### src/sv/bdg_pkg.sv
// ----------------------------------------------------------------------------
// bdg_pkg
// Shared codes, constants and the box-drawing arm table for the
// glyph pixel core.
// ----------------------------------------------------------------------------
package bdg_pkg;

   localparam int unsigned DataWidth = 8;
   localparam int unsigned CsrDataWidth = 32;
   localparam int unsigned CsrAddrWidth = 3;

   // register indexes
   localparam logic REG_CELL_WIDTH  = 1'b0;
   localparam logic REG_CELL_HEIGHT = 1'b1;

   localparam logic [7:0] CELL_WIDTH_RESET  = 8'd12;
   localparam logic [7:0] CELL_HEIGHT_RESET = 8'd24;

   // character codes
   localparam logic [7:0] CODE_SHADE_LIGHT  = 8'hB0;
   localparam logic [7:0] CODE_SHADE_MEDIUM = 8'hB1;
   localparam logic [7:0] CODE_SHADE_DARK   = 8'hB2;
   localparam logic [7:0] CODE_BOX_FIRST    = 8'hB3;
   localparam logic [7:0] CODE_BOX_LAST     = 8'hDA;
   localparam logic [7:0] CODE_FULL_BLOCK   = 8'hDB;
   localparam logic [7:0] CODE_LOWER_HALF   = 8'hDC;
   localparam logic [7:0] CODE_LEFT_HALF    = 8'hDD;
   localparam logic [7:0] CODE_RIGHT_HALF   = 8'hDE;
   localparam logic [7:0] CODE_UPPER_HALF   = 8'hDF;

   // coverage levels
   localparam logic [7:0] COV_EMPTY  = 8'd0;
   localparam logic [7:0] COV_LIGHT  = 8'd64;
   localparam logic [7:0] COV_MEDIUM = 8'd128;
   localparam logic [7:0] COV_DARK   = 8'd192;
   localparam logic [7:0] COV_FULL   = 8'd255;

   // arm codes
   localparam logic [1:0] ARM_NONE   = 2'd0;
   localparam logic [1:0] ARM_DOUBLE = 2'd2;

   localparam logic [1:0] MIN_STROKE = 2'd2;
   // reciprocal of 3 for values below 128: x/3 == (x*43) >> 7
   localparam logic [6:0] RECIP3_MUL = 7'd43;

   // arms packed as up[7:6] down[5:4] left[3:2] right[1:0]
   function automatic logic [7:0] arm_lookup(input logic [5:0] idx);
      logic [7:0] a;
      case (idx)
         6'd0:  a = 8'h50;  6'd1:  a = 8'h54;  6'd2:  a = 8'h58;  6'd3:  a = 8'hA4;
         6'd4:  a = 8'h24;  6'd5:  a = 8'h18;  6'd6:  a = 8'hA8;  6'd7:  a = 8'hA0;
         6'd8:  a = 8'h28;  6'd9:  a = 8'h88;  6'd10: a = 8'h84;  6'd11: a = 8'h48;
         6'd12: a = 8'h14;  6'd13: a = 8'h41;  6'd14: a = 8'h45;  6'd15: a = 8'h15;
         6'd16: a = 8'h51;  6'd17: a = 8'h05;  6'd18: a = 8'h55;  6'd19: a = 8'h52;
         6'd20: a = 8'hA1;  6'd21: a = 8'h82;  6'd22: a = 8'h22;  6'd23: a = 8'h8A;
         6'd24: a = 8'h2A;  6'd25: a = 8'hA2;  6'd26: a = 8'h0A;  6'd27: a = 8'hAA;
         6'd28: a = 8'h4A;  6'd29: a = 8'h85;  6'd30: a = 8'h1A;  6'd31: a = 8'h25;
         6'd32: a = 8'h81;  6'd33: a = 8'h42;  6'd34: a = 8'h12;  6'd35: a = 8'h21;
         6'd36: a = 8'hA5;  6'd37: a = 8'h5A;  6'd38: a = 8'h44;  6'd39: a = 8'h11;
         default: a = 8'h00;
      endcase
      return a;
   endfunction

endpackage

### src/sv/box_drawing_glyph_pixel_core.sv
// ----------------------------------------------------------------------------
// box_drawing_glyph_pixel_core
// Per-pixel coverage for the procedurally drawn shade, block and
// box-drawing characters, with a configurable cell size.
// ----------------------------------------------------------------------------
//
//   channel   direction  handshake            payload
//   req_      in         req_valid/req_ready  char_code, pixel_x, pixel_y
//   rsp_      out        rsp_valid/rsp_ready  coverage, drawn_here
//   csr       in         psel/penable/pready  cell_width, cell_height
//
// One pixel per clock while the response is not stalled; a request passes
// through three registered stages (cell geometry stage, stroke bound stage, compare and output stage).
// Reset clears the valid bits and loads 12 x 24 into the cell registers.
// A stalled response freezes every stage; req_ready drops with it.
//
module box_drawing_glyph_pixel_core (
   input  logic                             clock,
   input  logic                             reset,

   input  logic                             req_valid,
   output logic                             req_ready,
   input  logic [7:0]                       req_char_code,
   input  logic [7:0]                       req_pixel_x,
   input  logic [7:0]                       req_pixel_y,

   output logic                             rsp_valid,
   input  logic                             rsp_ready,
   output logic [7:0]                       rsp_coverage,
   output logic                             rsp_drawn_here,

   input  logic                             psel,
   input  logic                             penable,
   input  logic                             pwrite,
   input  logic [bdg_pkg::CsrAddrWidth-1:0] paddr,
   input  logic [bdg_pkg::CsrDataWidth-1:0] pwdata,
   output logic [bdg_pkg::CsrDataWidth-1:0] prdata,
   output logic                             pready
);

   // ---------------- configuration ----------------
   logic [7:0] cell_width_ff, cell_height_ff;
   logic       csr_wr;

   assign pready = 1'b1;
   assign csr_wr = psel && penable && pwrite;

   always_ff @(posedge clock) begin
      if (reset) begin
         cell_width_ff  <= bdg_pkg::CELL_WIDTH_RESET;
         cell_height_ff <= bdg_pkg::CELL_HEIGHT_RESET;
      end else if (csr_wr) begin
         if (paddr[2] == bdg_pkg::REG_CELL_WIDTH) begin
            cell_width_ff <= pwdata[7:0];
         end else begin
            cell_height_ff <= pwdata[7:0];
         end
      end
   end

   always_comb begin
      prdata = '0;
      if (paddr[2] == bdg_pkg::REG_CELL_WIDTH) begin
         prdata[7:0] = cell_width_ff;
      end else begin
         prdata[7:0] = cell_height_ff;
      end
   end

   // ---------------- pipeline control ----------------
   logic adv;
   logic rsp_valid_ff;

   assign adv       = !rsp_valid_ff || rsp_ready;
   assign req_ready = adv;
   assign rsp_valid = rsp_valid_ff;

   // ---------------- stage A: cell geometry ----------------
   logic [7:0]  w_in, h_in;
   logic [12:0] tv_prod;
   logic [11:0] th_prod;
   logic [5:0]  tv_q, tv_in;
   logic [4:0]  th_q, th_in;

   always_comb begin
      w_in    = (cell_width_ff == 8'd0) ? 8'd1 : cell_width_ff;
      h_in    = (cell_height_ff == 8'd0) ? 8'd1 : cell_height_ff;
      // w/6 = (w/2)/3, h/12 = (h/4)/3
      tv_prod = {6'd0, w_in[7:1]} * {6'd0, bdg_pkg::RECIP3_MUL};
      th_prod = {6'd0, h_in[7:2]} * {5'd0, bdg_pkg::RECIP3_MUL};
      tv_q    = tv_prod[12:7];
      th_q    = th_prod[11:7];
      tv_in   = (tv_q < {4'd0, bdg_pkg::MIN_STROKE}) ? {4'd0, bdg_pkg::MIN_STROKE} : tv_q;
      th_in   = (th_q < {3'd0, bdg_pkg::MIN_STROKE}) ? {3'd0, bdg_pkg::MIN_STROKE} : th_q;
   end

   logic       a_valid_ff;
   logic [7:0] a_code_ff, a_px_ff, a_py_ff, a_w_ff, a_h_ff;
   logic [5:0] a_tv_ff;
   logic [4:0] a_th_ff;

   always_ff @(posedge clock) begin
      if (reset) begin
         a_valid_ff <= 1'b0;
      end else if (adv) begin
         a_valid_ff <= req_valid;
      end
   end

   always_ff @(posedge clock) begin
      if (adv) begin
         a_code_ff <= req_char_code;
         a_px_ff   <= req_pixel_x;
         a_py_ff   <= req_pixel_y;
         a_w_ff    <= w_in;
         a_h_ff    <= h_in;
         a_tv_ff   <= tv_in;
         a_th_ff   <= th_in;
      end
   end

   // ---------------- stage B: stroke bounds ----------------
   typedef struct packed {
      logic              on;
      logic              dbl;
      logic signed [9:0] span_lo;   // extent along the arm axis
      logic signed [9:0] span_hi;
      logic signed [9:0] lo0;       // first stroke start across the axis
      logic signed [9:0] lo1;       // second stroke start when double
   } stroke_type;

   logic              box_in;
   logic [7:0]        box_off;
   logic [7:0]        arms;
   logic [1:0]        up, dn, lf, rt;
   logic signed [9:0] cx, cy, tv_s, th_s, w_s, h_s;
   stroke_type        vs_in, hs_in;

   always_comb begin
      box_in  = (a_code_ff >= bdg_pkg::CODE_BOX_FIRST) && (a_code_ff <= bdg_pkg::CODE_BOX_LAST);
      box_off = a_code_ff - bdg_pkg::CODE_BOX_FIRST;
      arms    = box_in ? bdg_pkg::arm_lookup(box_off[5:0]) : 8'h00;
      up = arms[7:6];
      dn = arms[5:4];
      lf = arms[3:2];
      rt = arms[1:0];
      cx   = $signed({3'd0, a_w_ff[7:1]});
      cy   = $signed({3'd0, a_h_ff[7:1]});
      tv_s = $signed({4'd0, a_tv_ff});
      th_s = $signed({5'd0, a_th_ff});
      w_s  = $signed({2'd0, a_w_ff});
      h_s  = $signed({2'd0, a_h_ff});

      vs_in.on      = (up != bdg_pkg::ARM_NONE) || (dn != bdg_pkg::ARM_NONE);
      vs_in.dbl     = (up == bdg_pkg::ARM_DOUBLE) || (dn == bdg_pkg::ARM_DOUBLE);
      vs_in.span_lo = (up != bdg_pkg::ARM_NONE) ? 10'sd0 : cy - th_s;
      vs_in.span_hi = (dn != bdg_pkg::ARM_NONE) ? h_s : cy + th_s;
      vs_in.lo0     = cx - (vs_in.dbl ? tv_s : 10'sd0) - (tv_s >>> 1);
      vs_in.lo1     = cx + tv_s - (tv_s >>> 1);

      hs_in.on      = (lf != bdg_pkg::ARM_NONE) || (rt != bdg_pkg::ARM_NONE);
      hs_in.dbl     = (lf == bdg_pkg::ARM_DOUBLE) || (rt == bdg_pkg::ARM_DOUBLE);
      hs_in.span_lo = (lf != bdg_pkg::ARM_NONE) ? 10'sd0 : cx - tv_s;
      hs_in.span_hi = (rt != bdg_pkg::ARM_NONE) ? w_s : cx + tv_s;
      hs_in.lo0     = cy - (hs_in.dbl ? th_s : 10'sd0) - (th_s >>> 1);
      hs_in.lo1     = cy + th_s - (th_s >>> 1);
   end

   logic       b_valid_ff;
   logic [7:0] b_code_ff, b_px_ff, b_py_ff, b_w_ff, b_h_ff;
   logic [5:0] b_tv_ff;
   logic [4:0] b_th_ff;
   logic       b_box_ff;
   stroke_type b_vs_ff, b_hs_ff;

   always_ff @(posedge clock) begin
      if (reset) begin
         b_valid_ff <= 1'b0;
      end else if (adv) begin
         b_valid_ff <= a_valid_ff;
      end
   end

   always_ff @(posedge clock) begin
      if (adv) begin
         b_code_ff <= a_code_ff;
         b_px_ff   <= a_px_ff;
         b_py_ff   <= a_py_ff;
         b_w_ff    <= a_w_ff;
         b_h_ff    <= a_h_ff;
         b_tv_ff   <= a_tv_ff;
         b_th_ff   <= a_th_ff;
         b_box_ff  <= box_in;
         b_vs_ff   <= vs_in;
         b_hs_ff   <= hs_in;
      end
   end

   // ---------------- stage C: compare and shade ----------------
   logic signed [9:0] px_s, py_s, btv_s, bth_s;
   logic signed [9:0] dv0, dv1, dh0, dh1;
   logic              v_hit, h_hit, in_cell, hit;
   logic [7:0]        cov_in;
   logic              drawn_in;

   always_comb begin
      px_s  = $signed({2'd0, b_px_ff});
      py_s  = $signed({2'd0, b_py_ff});
      btv_s = $signed({4'd0, b_tv_ff});
      bth_s = $signed({5'd0, b_th_ff});
      dv0   = px_s - b_vs_ff.lo0;
      dv1   = px_s - b_vs_ff.lo1;
      dh0   = py_s - b_hs_ff.lo0;
      dh1   = py_s - b_hs_ff.lo1;

      v_hit = b_vs_ff.on && (py_s >= b_vs_ff.span_lo) && (py_s < b_vs_ff.span_hi) &&
              (((dv0 >= 10'sd0) && (dv0 < btv_s)) ||
               (b_vs_ff.dbl && (dv1 >= 10'sd0) && (dv1 < btv_s)));
      h_hit = b_hs_ff.on && (px_s >= b_hs_ff.span_lo) && (px_s < b_hs_ff.span_hi) &&
              (((dh0 >= 10'sd0) && (dh0 < bth_s)) ||
               (b_hs_ff.dbl && (dh1 >= 10'sd0) && (dh1 < bth_s)));
      hit     = v_hit || h_hit;
      in_cell = (b_px_ff < b_w_ff) && (b_py_ff < b_h_ff);

      drawn_in = 1'b1;
      case (b_code_ff)
         bdg_pkg::CODE_SHADE_LIGHT:  cov_in = bdg_pkg::COV_LIGHT;
         bdg_pkg::CODE_SHADE_MEDIUM: cov_in = bdg_pkg::COV_MEDIUM;
         bdg_pkg::CODE_SHADE_DARK:   cov_in = bdg_pkg::COV_DARK;
         bdg_pkg::CODE_FULL_BLOCK:   cov_in = bdg_pkg::COV_FULL;
         bdg_pkg::CODE_LOWER_HALF:
            cov_in = (b_py_ff >= {1'b0, b_h_ff[7:1]}) ? bdg_pkg::COV_FULL : bdg_pkg::COV_EMPTY;
         bdg_pkg::CODE_LEFT_HALF:
            cov_in = (b_px_ff < {1'b0, b_w_ff[7:1]}) ? bdg_pkg::COV_FULL : bdg_pkg::COV_EMPTY;
         bdg_pkg::CODE_RIGHT_HALF:
            cov_in = (b_px_ff >= {1'b0, b_w_ff[7:1]}) ? bdg_pkg::COV_FULL : bdg_pkg::COV_EMPTY;
         bdg_pkg::CODE_UPPER_HALF:
            cov_in = (b_py_ff < {1'b0, b_h_ff[7:1]}) ? bdg_pkg::COV_FULL : bdg_pkg::COV_EMPTY;
         default: begin
            drawn_in = b_box_ff;
            cov_in   = hit ? bdg_pkg::COV_FULL : bdg_pkg::COV_EMPTY;
         end
      endcase
      // clip to the cell
      if (!in_cell) begin
         cov_in = bdg_pkg::COV_EMPTY;
      end
   end

   logic [7:0] rsp_coverage_ff;
   logic       rsp_drawn_here_ff;

   always_ff @(posedge clock) begin
      if (reset) begin
         rsp_valid_ff <= 1'b0;
      end else if (adv) begin
         rsp_valid_ff <= b_valid_ff;
      end
   end

   always_ff @(posedge clock) begin
      if (adv) begin
         rsp_coverage_ff   <= cov_in;
         rsp_drawn_here_ff <= drawn_in;
      end
   end

   assign rsp_coverage   = rsp_coverage_ff;
   assign rsp_drawn_here = rsp_drawn_here_ff;

endmodule
### config.mk
export PLATFORM = sky130hd
export DESIGN_NAME = box_drawing_glyph_pixel_core
export DESIGN_NICKNAME = d
export VERILOG_FILES = /design/src/sv/bdg_pkg.sv /design/src/sv/box_drawing_glyph_pixel_core.sv
export SDC_FILE = /design/constraint.sdc
export NUM_CORES = 1
export LEC_CHECK = 0
export BUFFER_PORTS_ARGS = -buffer_cell sky130_fd_sc_hd__buf_2
export CAP_MARGIN = 20
export CORE_ASPECT_RATIO = 2
export CORE_MARGIN = 2
export CORE_UTILIZATION = 51
export CTS_CLUSTER_SIZE = 16
export DETAILED_ROUTE_END_ITERATION = 6
export PLACE_DENSITY = 0.71
export SYNTH_ARGS = -nofsm -noshare
export SYNTH_HDL_FRONTEND = slang
export SYNTH_SLANG_ARGS = --single-unit
### constraint.sdc
create_clock -name clock -period 7.9 [get_ports clock]
set_input_delay 1.58 -clock clock [delete_from_list [all_inputs] [get_ports clock]]
set_output_delay 1.58 -clock clock [all_outputs]
set_load 0.05 [all_outputs]
==> summary.md, run 1 <==
| Metric | Value |
|---|---|
| Via density | between 5 and 6 |
| Slew HR | 34.14% |
| Highest Signal Layer | met4 |
| Startpoint Class | flip-flop |
| Initial DRC count | between 400 and 500 |
| Hold buffer count at cts | 0 |
| Htree depth | 4 |
| Setup violators final | 0 |
| Layout area overhead | 7.242% |
| Die Ht | between 200 and 250 um |
| Most frequent cells in the layout | ha_1 (224), inv_1 (192), edfxtp_1 (180), nor2_1 (114), a21oi_1 (85) |
| Final period utilization | between 70% and 80% |
| WL per Instance | between 15 and 20 um |
| IR drop worst, VDD | about 0.17 mV |
| Post-synthesis cell type count | just under 90 |
| Multi-input logic area | around 8200 sq um |
| WL met2 | between 15 and 20 mm |
| Crit path max fanout | 20 |
| Via count | around 10,000 |
| IO buf count | 58 |
| Metal-1 WL | 10.83 mm |
| Pin count of the biggest net entering global routing | just under 80 |
| Post-CTS sizing | 0 |
| Hold WC Path Type | flip-flop to flip-flop |
| Yosys top cell by area | edfxtp_1 |
| # DRC | 0 |
| Final Max Slew Viols | 0 |
| Crit-path cells | ha_1, inv_1, ha_1, nor2_1, a21o_1, a221o_1, o21ai_1, o21ai_1, and2_4, o32ai_4, and2_1, ha_1, inv_1, fa_1, fa_1, a21o_1, a21oi_1, nor2b_1, nor2b_1, nor3_1, a21oi_1, xor2_1 |
| Register area | between 5000 and 6000 sq um |
| CP max stage cell | edfxtp_1 |
| Max stage delay on crit path | around 0.73 ns |
| FFs w/ async S/R, synth | 0% |
| Layout cells sized above 1 | a little under a tenth |
| Reg clk slew, reported paths | around 0.07 ns |
| Pwr/cell area | between 200 and 250 nW/um^2 |
| Worst slew pin tran | slightly below 1 ns |
| # fillers | 2,548 |
| Std-Cell Rows | 88 |
| Most used cell, CP | ha_1 |
| Cell family with most CP delay | adder cells |
| Unrepaired setup endpoints after global routing | no |
| First-pass GRT wire length | 52.26 mm |
| Core Area | 28,850 sq um |
| Routability congestion estimate | around 0.89 |
| Drt pass-1 iters | 4 |
| Gr ovfl total | 0 |
| Max-cap violations | 0 |
| Worst path required time | 8.09 ns |
| Post-DP HPWL | ~27 mm |
| Final Hold Viols | 0 |
| Fmax | roughly 170 MHz |
| TritonCTS Buffers | 17 |
| GRT Util Overall | about 22% |
| Met3 wire len | 631 um |
| Leak | between 7 and 8 nW |
| Buf/Inv on CP | 2 |
| Cell Area, Synth | roughly 15,000 sq um |
| Commonest non-fill, non-tap cell in the layout | ha_1 |
| WP data arrival | between 6 and 7 ns |
| Register area share after synthesis | 38.67% |
| Post-synth EDFFs | 180 |
| Vias in the first global route | approximately 11,000 |
| # IOs | 110 |
| Full die area | 30,800 sq um |
| Initial antenna violation count | 0 |
| Setup CP Type | flip-flop to flip-flop |
| Root Buffer | clkbuf_16 |
| Fin Setup TNS | 0 ns |
| Gate Count Post-Synth | ~1,400 |
| Ys flop type | edfxtp_1 |
| Antenna Nets Post-Route | 0 |
| Register bit total from synthesis | 199 |
| Setup Fix Bufs, Post-CTS | 0 |
| Chip width | 125.1 um |
| CTS tree | yes |
| Ys Warns | 0 |
| Synth area leaders | edfxtp_1 (36%), ha_1 (19%), inv_1 (4.8%) |
| N_diodes | 0 |
| Drt total wl | 32.85 mm |
| Clock Path Buffers | 2 |
| Initial cell density of the core | between 50% and 60% |
| CP endpoint kind | flip-flop |
| Top cell type's share of synthesized area | approximately 36% |
| Syn Area/Cell | approximately 10 sq um |
| Clk Latency, worst-skew pair | between 0.4 and 0.5 ns |
| Clock Sink Count | a little under 200 |
| Min cycle time layout | about 6.0 ns |
| Status | complete, no violations |
| Clock skew | approximately 0.0070 ns |
| Tot Pwr | 3.948 mW |
| Final nets | about 1,800 |
-- synthesized netlist by cell type (all sizes together), types with 16 or more instances --
cell type and instances:
dfxtp 19, a21oi 87, nor2 117, nand2b 20, nor3 24, xor2 39
nor2b 24, ha 224, nand2 86, a21o 43, buf 41, xnor2 47
mux2i 16, inv 194, edfxtp 180, o21ai 58, fa 24
-- stage by stage --
step | util, % | cell area (sq um) | setup slack [ns] | hold WS (ns) | std cells
2_1_floorplan | - | 15050 | 2.227 | 0.4003 | 1470
3_3_place_gp | 53.56 | 15450 | 2.030 | 0.4004 | 1836
3_5_place_dp | 53.62 | 15470 | 1.947 | 0.4052 | 1838
4_1_cts | 55.62 | 16040 | 1.918 | 0.4224 | 1870
5_1_grt | 55.62 | 16040 | 1.521 | 0.4252 | 1870
6_report | 55.62 | 16040 | 1.936 | 0.4206 | 1870
-- worst register-to-register path, stage by stage (launching register included) --
cell and delay, ns:
edfxtp_1 0.73, ha_1 0.43, inv_1 0.08, ha_1 0.68, nor2_1 0.17, a21o_1 0.21
a221o_1 0.31, o21ai_1 0.08, o21ai_1 0.07, and2_4 0.18, o32ai_4 0.32, and2_1 0.18
ha_1 0.16, inv_1 0.05, fa_1 0.49, fa_1 0.46, a21o_1 0.19, a21oi_1 0.21
nor2b_1 0.24, nor2b_1 0.17, nor3_1 0.06, a21oi_1 0.17, xor2_1 0.08
-- path summary, 6_finish.rpt --
check,slack (ns),endpoint,depth (start not counted),from
hold / removal,0.42,b_py_ff[7],0,a_py_ff[7]
hold reg to reg,0.42,b_py_ff[7],0,a_py_ff[7]
setup reg to reg,1.94,b_hs_ff[16],22,a_code_ff[0]
setup / recovery,1.94,b_hs_ff[16],22,a_code_ff[0]
-- final cells by class --
| class | count | area share, % |
|---|---|---|
| Inverter | 194 | 4.539 |
| Clock buffer | 17 | 2.651 |
| Tap cell | 360 | 2.807 |
| Clock inverter | 15 | 0.9436 |
| Timing Repair Buffer | 62 | 2.004 |
| Sequential cell | 199 | 36.06 |
| Multi-Input combinational cell | 1023 | 50.99 |
-- state kept, by name (all words and copies together), names as in the netlist, 5 cells and up --
name and flops:
b_vs_ff 37, b_hs_ff 36, a_code_ff 8, a_h_ff 8
a_px_ff 8, a_py_ff 8, a_w_ff 8, b_code_ff 8
b_h_ff 8, b_px_ff 8, b_py_ff 8, b_w_ff 8
cell_height_ff 8, cell_width_ff 8, a_tv_ff 6, b_tv_ff 6
a_th_ff 5, b_th_ff 5
-- per-layer routing --
layer	GRT usage (%)	vias to the layer above
met3	2.693	118
met1	18.73	4952
met5	0	-
li1	-	5117
met4	15.16	0
met2	44.69	174
-- logic make-up (layout without fill, tap and decap cells) --
group / after synthesis / in the layout / synth area share [%]
xor+xnor: 86 / 86 / 5.361
other cells: 2 / 25 / 0.05020
simple gates: 337 / 337 / 10.92
mux: 31 / 31 / 2.300
compound gates: 296 / 296 / 13.48
flops: 199 / 199 / 38.67
buf+inv: 248 / 288 / 7.268
fa+ha+maj: 248 / 248 / 21.95
-- report_power, final --
part / total, mW / leakage [nW] / switching [mW] / internal (mW)
logic: 1.59 / 4.85 / 0.902 / 0.690
registers: 1.49 / 2.13 / 0.108 / 1.38
clock network: 0.864 / 0.279 / 0.397 / 0.467
total: 3.95 / 7.26 / 1.41 / 2.54
Note: power is estimated with default switching activity, not from simulation.
==> run 2, diff against run 1 <==
- ABC_AREA: not set -> 1
- clock period: 7.9 -> 5 ns (I/O delays scaled with it)
==> run 2 against run 1 <==
Net effect:
- global-route usage down 1.6 points
- register-to-register slack worse by 1.6 ns
- count of clock-buffer cells in the layout up 5
- die area up 0.49%
- via count up 7.4%
- maximum frequency up 28%
- critical path depth up 4
- worst hold slack worse by 0.0031 ns
- routed wire length down 7.2%
- sequential power up 67%
- combinational power up 96%
==> summary.md, run 2 <==
| Metric | Value |
|---|---|
| WP data arrival | between 4 and 5 ns |
| Yosys top cell by area | edfxtp_1 |
| N_diodes | 0 |
| Root Buffer | clkbuf_16 |
| Std-Cell Rows | around 90 |
| Final nets | roughly 2,100 |
| Most frequent cells in the layout | nand2_1 (315), inv_1 (304), ha_1 (224), edfxtp_1 (180), nor2_1 (119) |
| Worst Reg-to-Reg Cells | 26 |
| Register area share after synthesis | between 30% and 40% |
| Pwr/cell area | roughly 430 nW/um^2 |
| Synth area leaders | edfxtp_1 (36%), ha_1 (19%), nand2_1 (7.9%) |
| WL per Instance | 14.19 um |
| Top cell type's share of synthesized area | 35.95% |
| # fillers | 2,621 |
| Hold endpoint | b_py_ff[2] |
| Gr ovfl total | 0 |
| # IOs | 110 |
| Post-Synth Adder-Cell Area | about 22% |
| Hold_sp | a_py_ff[2] |
| Pin count of the biggest net entering global routing | between 100 and 150 |
| Hold WC Path Type | flip-flop to flip-flop |
| Placed Cells | roughly 2,100 |
| Setup CP Type | flip-flop to flip-flop |
| Htree depth | 4 |
| Initial DRC count | about 620 |
| Cell Area, Synth | about 15,000 sq um |
| Via count | 11,120 |
| Post-synth EDFFs | 180 |
| Clk Latency, worst-skew pair | approximately 0.46 ns |
| Worst slew pin tran | just over 0.8 ns |
| Final Max Slew Viols | 0 |
| CTS tree | yes |
| Leak | 7.994 nW |
| Post-Layout Cell Count | about 2,100 |
| Chip width | ~130 um |
| XOR/XNOR share of the synthesized area | roughly 3.5% |
| Post-synthesis simple-gate area fraction | 16.86% |
| Setup violators final | 0 |
| GRT Util Overall | 20.16% |
| Clock skew | 0.009143 ns |
| Crit Reg-Reg Endpoint | b_hs_ff[16] |
| GRT met3 Usage | 3.267% |
| Initial antenna violation count | 0 |
| Met1 GRT Util | 25.68% |
| Reg-to-reg critical path startpoint | a_code_ff[0] |
| Initial cell density of the core | approximately half |
| Slew HR | 46.04% |
| Post-DP HPWL | between 20 and 25 mm |
| Drt pass-1 iters | 5 |
| FF-to-FF setup slack | 0.33 ns |
| Die Ht | between 200 and 250 um |
| Largest family of logic cells by synthesized area | adder cells |
| Max FFs per register | 37 |
| Worst path required time | around 5.2 ns |
| Drt total wl | between 30 and 40 mm |
| Fin Setup TNS | 0 ns |
| First-pass GRT wire length | about 50 mm |
| Post-synth top cells | nand2_1 (315), inv_1 (305), ha_1 (224) |
| GR met2 Demand/Resource | around 34% |
| Core Area | between 20,000 and 30,000 sq um |
| Full die area | between 30,000 and 40,000 sq um |
| Hold buffer count at cts | 0 |
| Register area | around 5800 sq um |
| Commonest non-fill, non-tap cell in the layout | nand2_1 |
| Max-cap violations | 0 |
| Startpoint Class | flip-flop |
| Layout cells sized above 1 | 7.119% |
| Setup Fix Bufs, Post-CTS | 0 |
| Largest Register | b_vs_ff |
| Syn Area/Cell | around 8.8 sq um |
| Reg clk slew, reported paths | roughly 0.07 ns |
| IO buf count | 58 |
| CP endpoint kind | flip-flop |
| Gate Count Post-Synth | approximately 1,700 |
| Busiest grt layer | met2 |
| Mux contribution to synthesized area | 0% |
| Min cycle time layout | ~4.7 ns |
| Clock Path Buffers | 2 |
| # DRC | 0 |
| Ys Warns | 0 |
| Final period utilization | just over 90% |
| Status | complete, no violations |
| Layout area overhead | 7.738% |
| IR drop worst, VDD | around 0.27 mV |
| Unrepaired setup endpoints after global routing | no |
| Register bit total from synthesis | a little under 200 |
| Ys flop type | edfxtp_1 |
| Clock Sink Count | a little under 200 |
| Final Hold Viols | 0 |
| Multi-input logic area | 7869 sq um |
| Antenna Nets Post-Route | 0 |
| Fmax | 214.1 MHz |
| FFs w/ async S/R, synth | 0% |
| Vias in the first global route | between 10,000 and 15,000 |
| Post-synthesis cell type count | 51 |
| TritonCTS Buffers | 17 |
| Crit path max fanout | 14 |
| WHS Path Cells | 0 |
| Routability congestion estimate | roughly 0.92 |
| Via density | 5.178 |
| Largest regs | b_vs_ff: 37 flops, b_hs_ff: 36 flops |
| Synth Area in Compound Gates | 9.419% |
| Cell with the most instances after synthesis | nand2_1 |
run 2: timing repair:
item	4_1_cts	5_1_grt
setup endpoints to repair	0	2
gates resized for setup	0	2
endpoints found under the hold margin	0	0
run 2: cell type report:
type	instances	area share, %
clock buffers	22	3.004
clock inverters	10	0.4325
inverters	315	7.322
multi-input cells	1174	48.57
flip-flops and latches	199	35.71
well taps	364	2.811
repair buffers	64	2.147
run 2: how the worst max path moves through the flow:
stage,to,cells past startpoint,from
global route,b_hs_ff[16],26,a_code_ff[0]
finish,b_hs_ff[16],26,a_code_ff[0]
CTS,b_hs_ff[16],26,a_code_ff[0]
detailed placement,b_hs_ff[16],26,a_code_ff[0]
floorplan,a_code_ff[0],2,rsp_ready
global placement,b_hs_ff[16],26,a_code_ff[0]
run 2: per-stage QoR:
| stage | cell area, sq um | utilization [%] | total power [mW] | worst slack [ns] | hold WS, ns |
|---|---|---|---|---|---|
| finish | 16200 | 55.32 | 6.921 | 0.3304 | 0.4175 |
| global route | 16200 | 55.32 | 7.567 | 0.0006124 | 0.4276 |
| CTS | 16190 | 55.29 | 6.949 | 0.2279 | 0.4194 |
| detailed placement | 15640 | 53.39 | 5.622 | 0.2466 | 0.4056 |
| global placement | 15640 | 53.39 | 5.525 | 0.3469 | 0.4009 |
| floorplan | 15130 | - | 4.968 | 0.3498 | 0.4003 |
run 2: cell families (layout without fill, tap and decap cells):
kind of cell	Yosys count	after routing
AO/OA/AOI/OAI	251	251
XOR/XNOR	60	60
adder cells (fa/ha/maj)	248	248
buffers and inverters	359	411
flip-flops	199	199
other	2	25
AND/OR/NAND/NOR	590	590
run 2: worst max-delay path: stages, from the launching register on:
cell      delay [ns]
edfxtp_1        0.39
ha_1            0.25
inv_1           0.11
ha_1            0.39
inv_1           0.27
nand3_1         0.14
nand3_1         0.11
o311ai_1        0.09
nand2_1         0.08
nand2_1         0.05
nand2_1         0.08
nor2_1          0.05
nor2_2          0.23
inv_2           0.10
nand2_1         0.12
ha_1            0.25
nand2_1         0.06
nor2_1          0.04
a211oi_1        0.29
xor2_1          0.17
inv_1           0.05
ha_1            0.30
a21o_1          0.19
a31oi_1         0.24
nand2_1         0.12
o21ai_0         0.19
nand2_1         0.06
run 2: metal layers:
metal / part of all wire, % / up-vias
met4: 2.7 / 0
met2: 49 / 237
met5: 0 / -
met1: 44 / 5076
met3: 4.5 / 42
li1: - / 5768
run 2: power by group:
| group | total, mW | switching, mW | internal, mW |
|---|---|---|---|
| clock | 1.32 | 0.620 | 0.698 |
| combinational | 3.11 | 1.87 | 1.24 |
| sequential | 2.49 | 0.199 | 2.29 |
==> run 3, diff against run 2 <==
- ABC_AREA: 1 -> 0
- CAP_MARGIN: 20 -> not set
- SETUP_SLACK_MARGIN: not set -> 0.2
==> run 3 against run 2 <==
Net effect:
- total power is 8.7% lower
- global-route usage increased by 1.8 points
- clock skew is 0.0018 ns lower
- final cell count is 11% lower
- critical endpoint unchanged
==> summary.md, run 3 (synthesis results as in run 1) <==
| Metric | Value |
|---|---|
| Status | complete, no violations |
| Combinational cell fraction of total power | between 40% and 50% |
| Most frequent cells in the layout | ha_1 (221), inv_1 (189), edfxtp_1 (180), nor2_1 (108), nand2_1 (82) |
| Fin Setup TNS | 0 ns |
| IR drop worst, VDD | 0.2421 mV |
| Full die area | roughly 30,000 sq um |
| Unrepaired setup endpoints after global routing | yes |
| Worst path required time | about 5.2 ns |
| GR met2 Demand/Resource | between 40 and 50% |
| WHS | ~0.42 ns |
| Clock skew | between 0.007 and 0.008 ns |
| Max-cap violations | 0 |
| Worst Reg-to-Reg Cells | 24 |
| CP endpoint kind | flip-flop |
| Largest regs | b_vs_ff: 37 flops, b_hs_ff: 36 flops |
| Post-DP HPWL | around 27 mm |
| Initial cell density of the core | about half |
| Met1 GRT Util | between 10% and 20% |
| Hold WC Path Type | flip-flop to flip-flop |
| Reg clk slew, reported paths | about 0.07 ns |
| Setup violators final | 0 |
| Hold buffer count at cts | 0 |
| N_diodes | 0 |
| Slew HR | between 20% and 30% |
| Pin count of the biggest net entering global routing | between 150 and 200 |
| Switching Share | between 30% and 40% |
| Clock share of power | about 22% |
| Startpoint Class | flip-flop |
| Leak | 7.446 nW |
| Fmax | 211.9 MHz |
| Finished Cell Area | approximately 16,000 sq um |
| # IOs | 110 |
| Clk Latency, worst-skew pair | 0.45 ns |
| Layout cells sized above 1 | ~13% |
| CTS tree | yes |
| Vias in the first global route | ~11,000 |
| GRT Util Overall | 21.91% |
| WP data arrival | just under 5 ns |
| Root Buffer | clkbuf_16 |
| Antenna Nets Post-Route | 0 |
| First-pass GRT wire length | around 52 mm |
| Crit path max fanout | 5 |
| Drt total wl | between 30 and 40 mm |
| Largest Register | b_vs_ff |
| Max FFs per register | 37 |
| Final period utilization | a little over nine tenths |
| Final Max Slew Viols | 0 |
| TritonCTS Buffers | 17 |
| Placed Area | 15,620 sq um |
| Final Hold Viols | 0 |
| Via count | 10,390 |
| Gr ovfl total | 0 |
| GRT met3 Usage | roughly 3.2% |
| Clock Path Buffers | 2 |
| Switch Pwr | roughly 2.3 mW |
| Commonest non-fill, non-tap cell in the layout | ha_1 |
| Htree depth | 4 |
| # DRC | 0 |
| Worst slew pin tran | ~1.2 ns |
| Via density | 5.465 |
| Drt pass-1 iters | 4 |
| Chip width | 125.1 um |
| WHS Path Cells | 0 |
| Setup CP Type | flip-flop to flip-flop |
| Busiest grt layer | met2 |
| Seq pwr share | a little under two fifths |
| Pwr/cell area | between 300 and 400 nW/um^2 |
| Crit Reg-Reg Endpoint | b_hs_ff[16] |
| Core Area | a little under 30,000 sq um |
| Hold endpoint | b_py_ff[7] |
| Reg-to-reg critical path startpoint | a_code_ff[1] |
| Tot Pwr | roughly 6.3 mW |
| WL per Instance | between 15 and 20 um |
| Std-Cell Rows | 88 |
| Final nets | about 1,800 |
| Initial DRC count | about 370 |
| IO buf count | 58 |
| Routability congestion estimate | about 0.9 |
| Initial antenna violation count | 0 |
| Layout area overhead | 10.10% |
| FF-to-FF setup slack | around 0.28 ns |
| Die Ht | ~250 um |
| Pint | between 4 and 5 mW |
| Clock Sink Count | 199 |
| Min cycle time layout | between 4 and 5 ns |
| Hold_sp | a_py_ff[7] |
==> run 3: worst max path at each step <==
stage	endpoint	startpoint	cells after the start	slack, ns
final	b_hs_ff[16]	a_code_ff[1]	24	0.28
after global routing	b_hs_ff[16]	a_code_ff[1]	24	0.07
after CTS	b_hs_ff[16]	a_code_ff[1]	22	0.21
after detailed placement	b_hs_ff[16]	a_code_ff[0]	22	0.16
after global placement	b_hs_ff[16]	a_code_ff[1]	21	0.26
after floorplan	b_hs_ff[16]	a_code_ff[0]	21	0.27
==> run 3: critical path, cell delays in order (launching register included) <==
cell      delay (ns)
edfxtp_1        0.42
ha_4            0.20
inv_2           0.05
ha_4            0.26
nor2_2          0.05
a21o_1          0.15
a221o_1         0.34
o21ai_1         0.09
o21ai_1         0.08
and2_4          0.18
o32ai_4         0.29
and2_1          0.17
ha_2            0.18
inv_2           0.04
fa_2            0.36
xor2_1          0.16
ha_1            0.35
a21o_1          0.18
a21oi_2         0.06
buf_4           0.15
nor2b_4         0.13
nor2b_1         0.14
nor3_1          0.19
a21oi_1         0.07
xor2_1          0.17
==> run 3: area by class of cell <==
class | instances | area, sq um
Tap cell | 360 | 450.4
Multi-Input combinational cell | 1023 | 8342
Inverter | 194 | 728.2
Fill cell | 2539 | 12380
Timing Repair Buffer | 93 | 573.1
Clock buffer | 17 | 425.4
Clock inverter | 15 | 167.7
Sequential cell | 199 | 5786
==> run 3: what timing repair did <==
item,in CTS,in global routing
gates resized for setup,7,31
pin swaps,1,19
endpoints found under the setup margin,2,10
setup buffers,5,9
hold endpoints to repair,0,0
==> run 3: metrics by stage <==
stage	setup slack (ns)	cells	util, %
global route	0.06621	1901	57.10
global placement	0.2579	1855	54.14
floorplan	0.2707	1470	-
finish	0.2806	1901	57.10
detailed placement	0.1550	1855	54.14
CTS	0.2062	1892	56.46
==> run 3: power groups by stage <==
stage	clock (mW)	combinational [mW]	sequential [mW]
after detailed placement	0	2.52	2.39
after CTS	1.43	2.55	2.35
after global routing	1.50	2.92	2.38
final	1.40	2.58	2.34
after floorplan	0	1.98	2.33
after global placement	0	2.43	2.38
==> run 3: per-layer routing <==
metal	share of wire, %	vias up
met2	58	184
met5	0	-
met3	2.0	95
met1	33	4928
met4	6.6	0
li1	-	5182
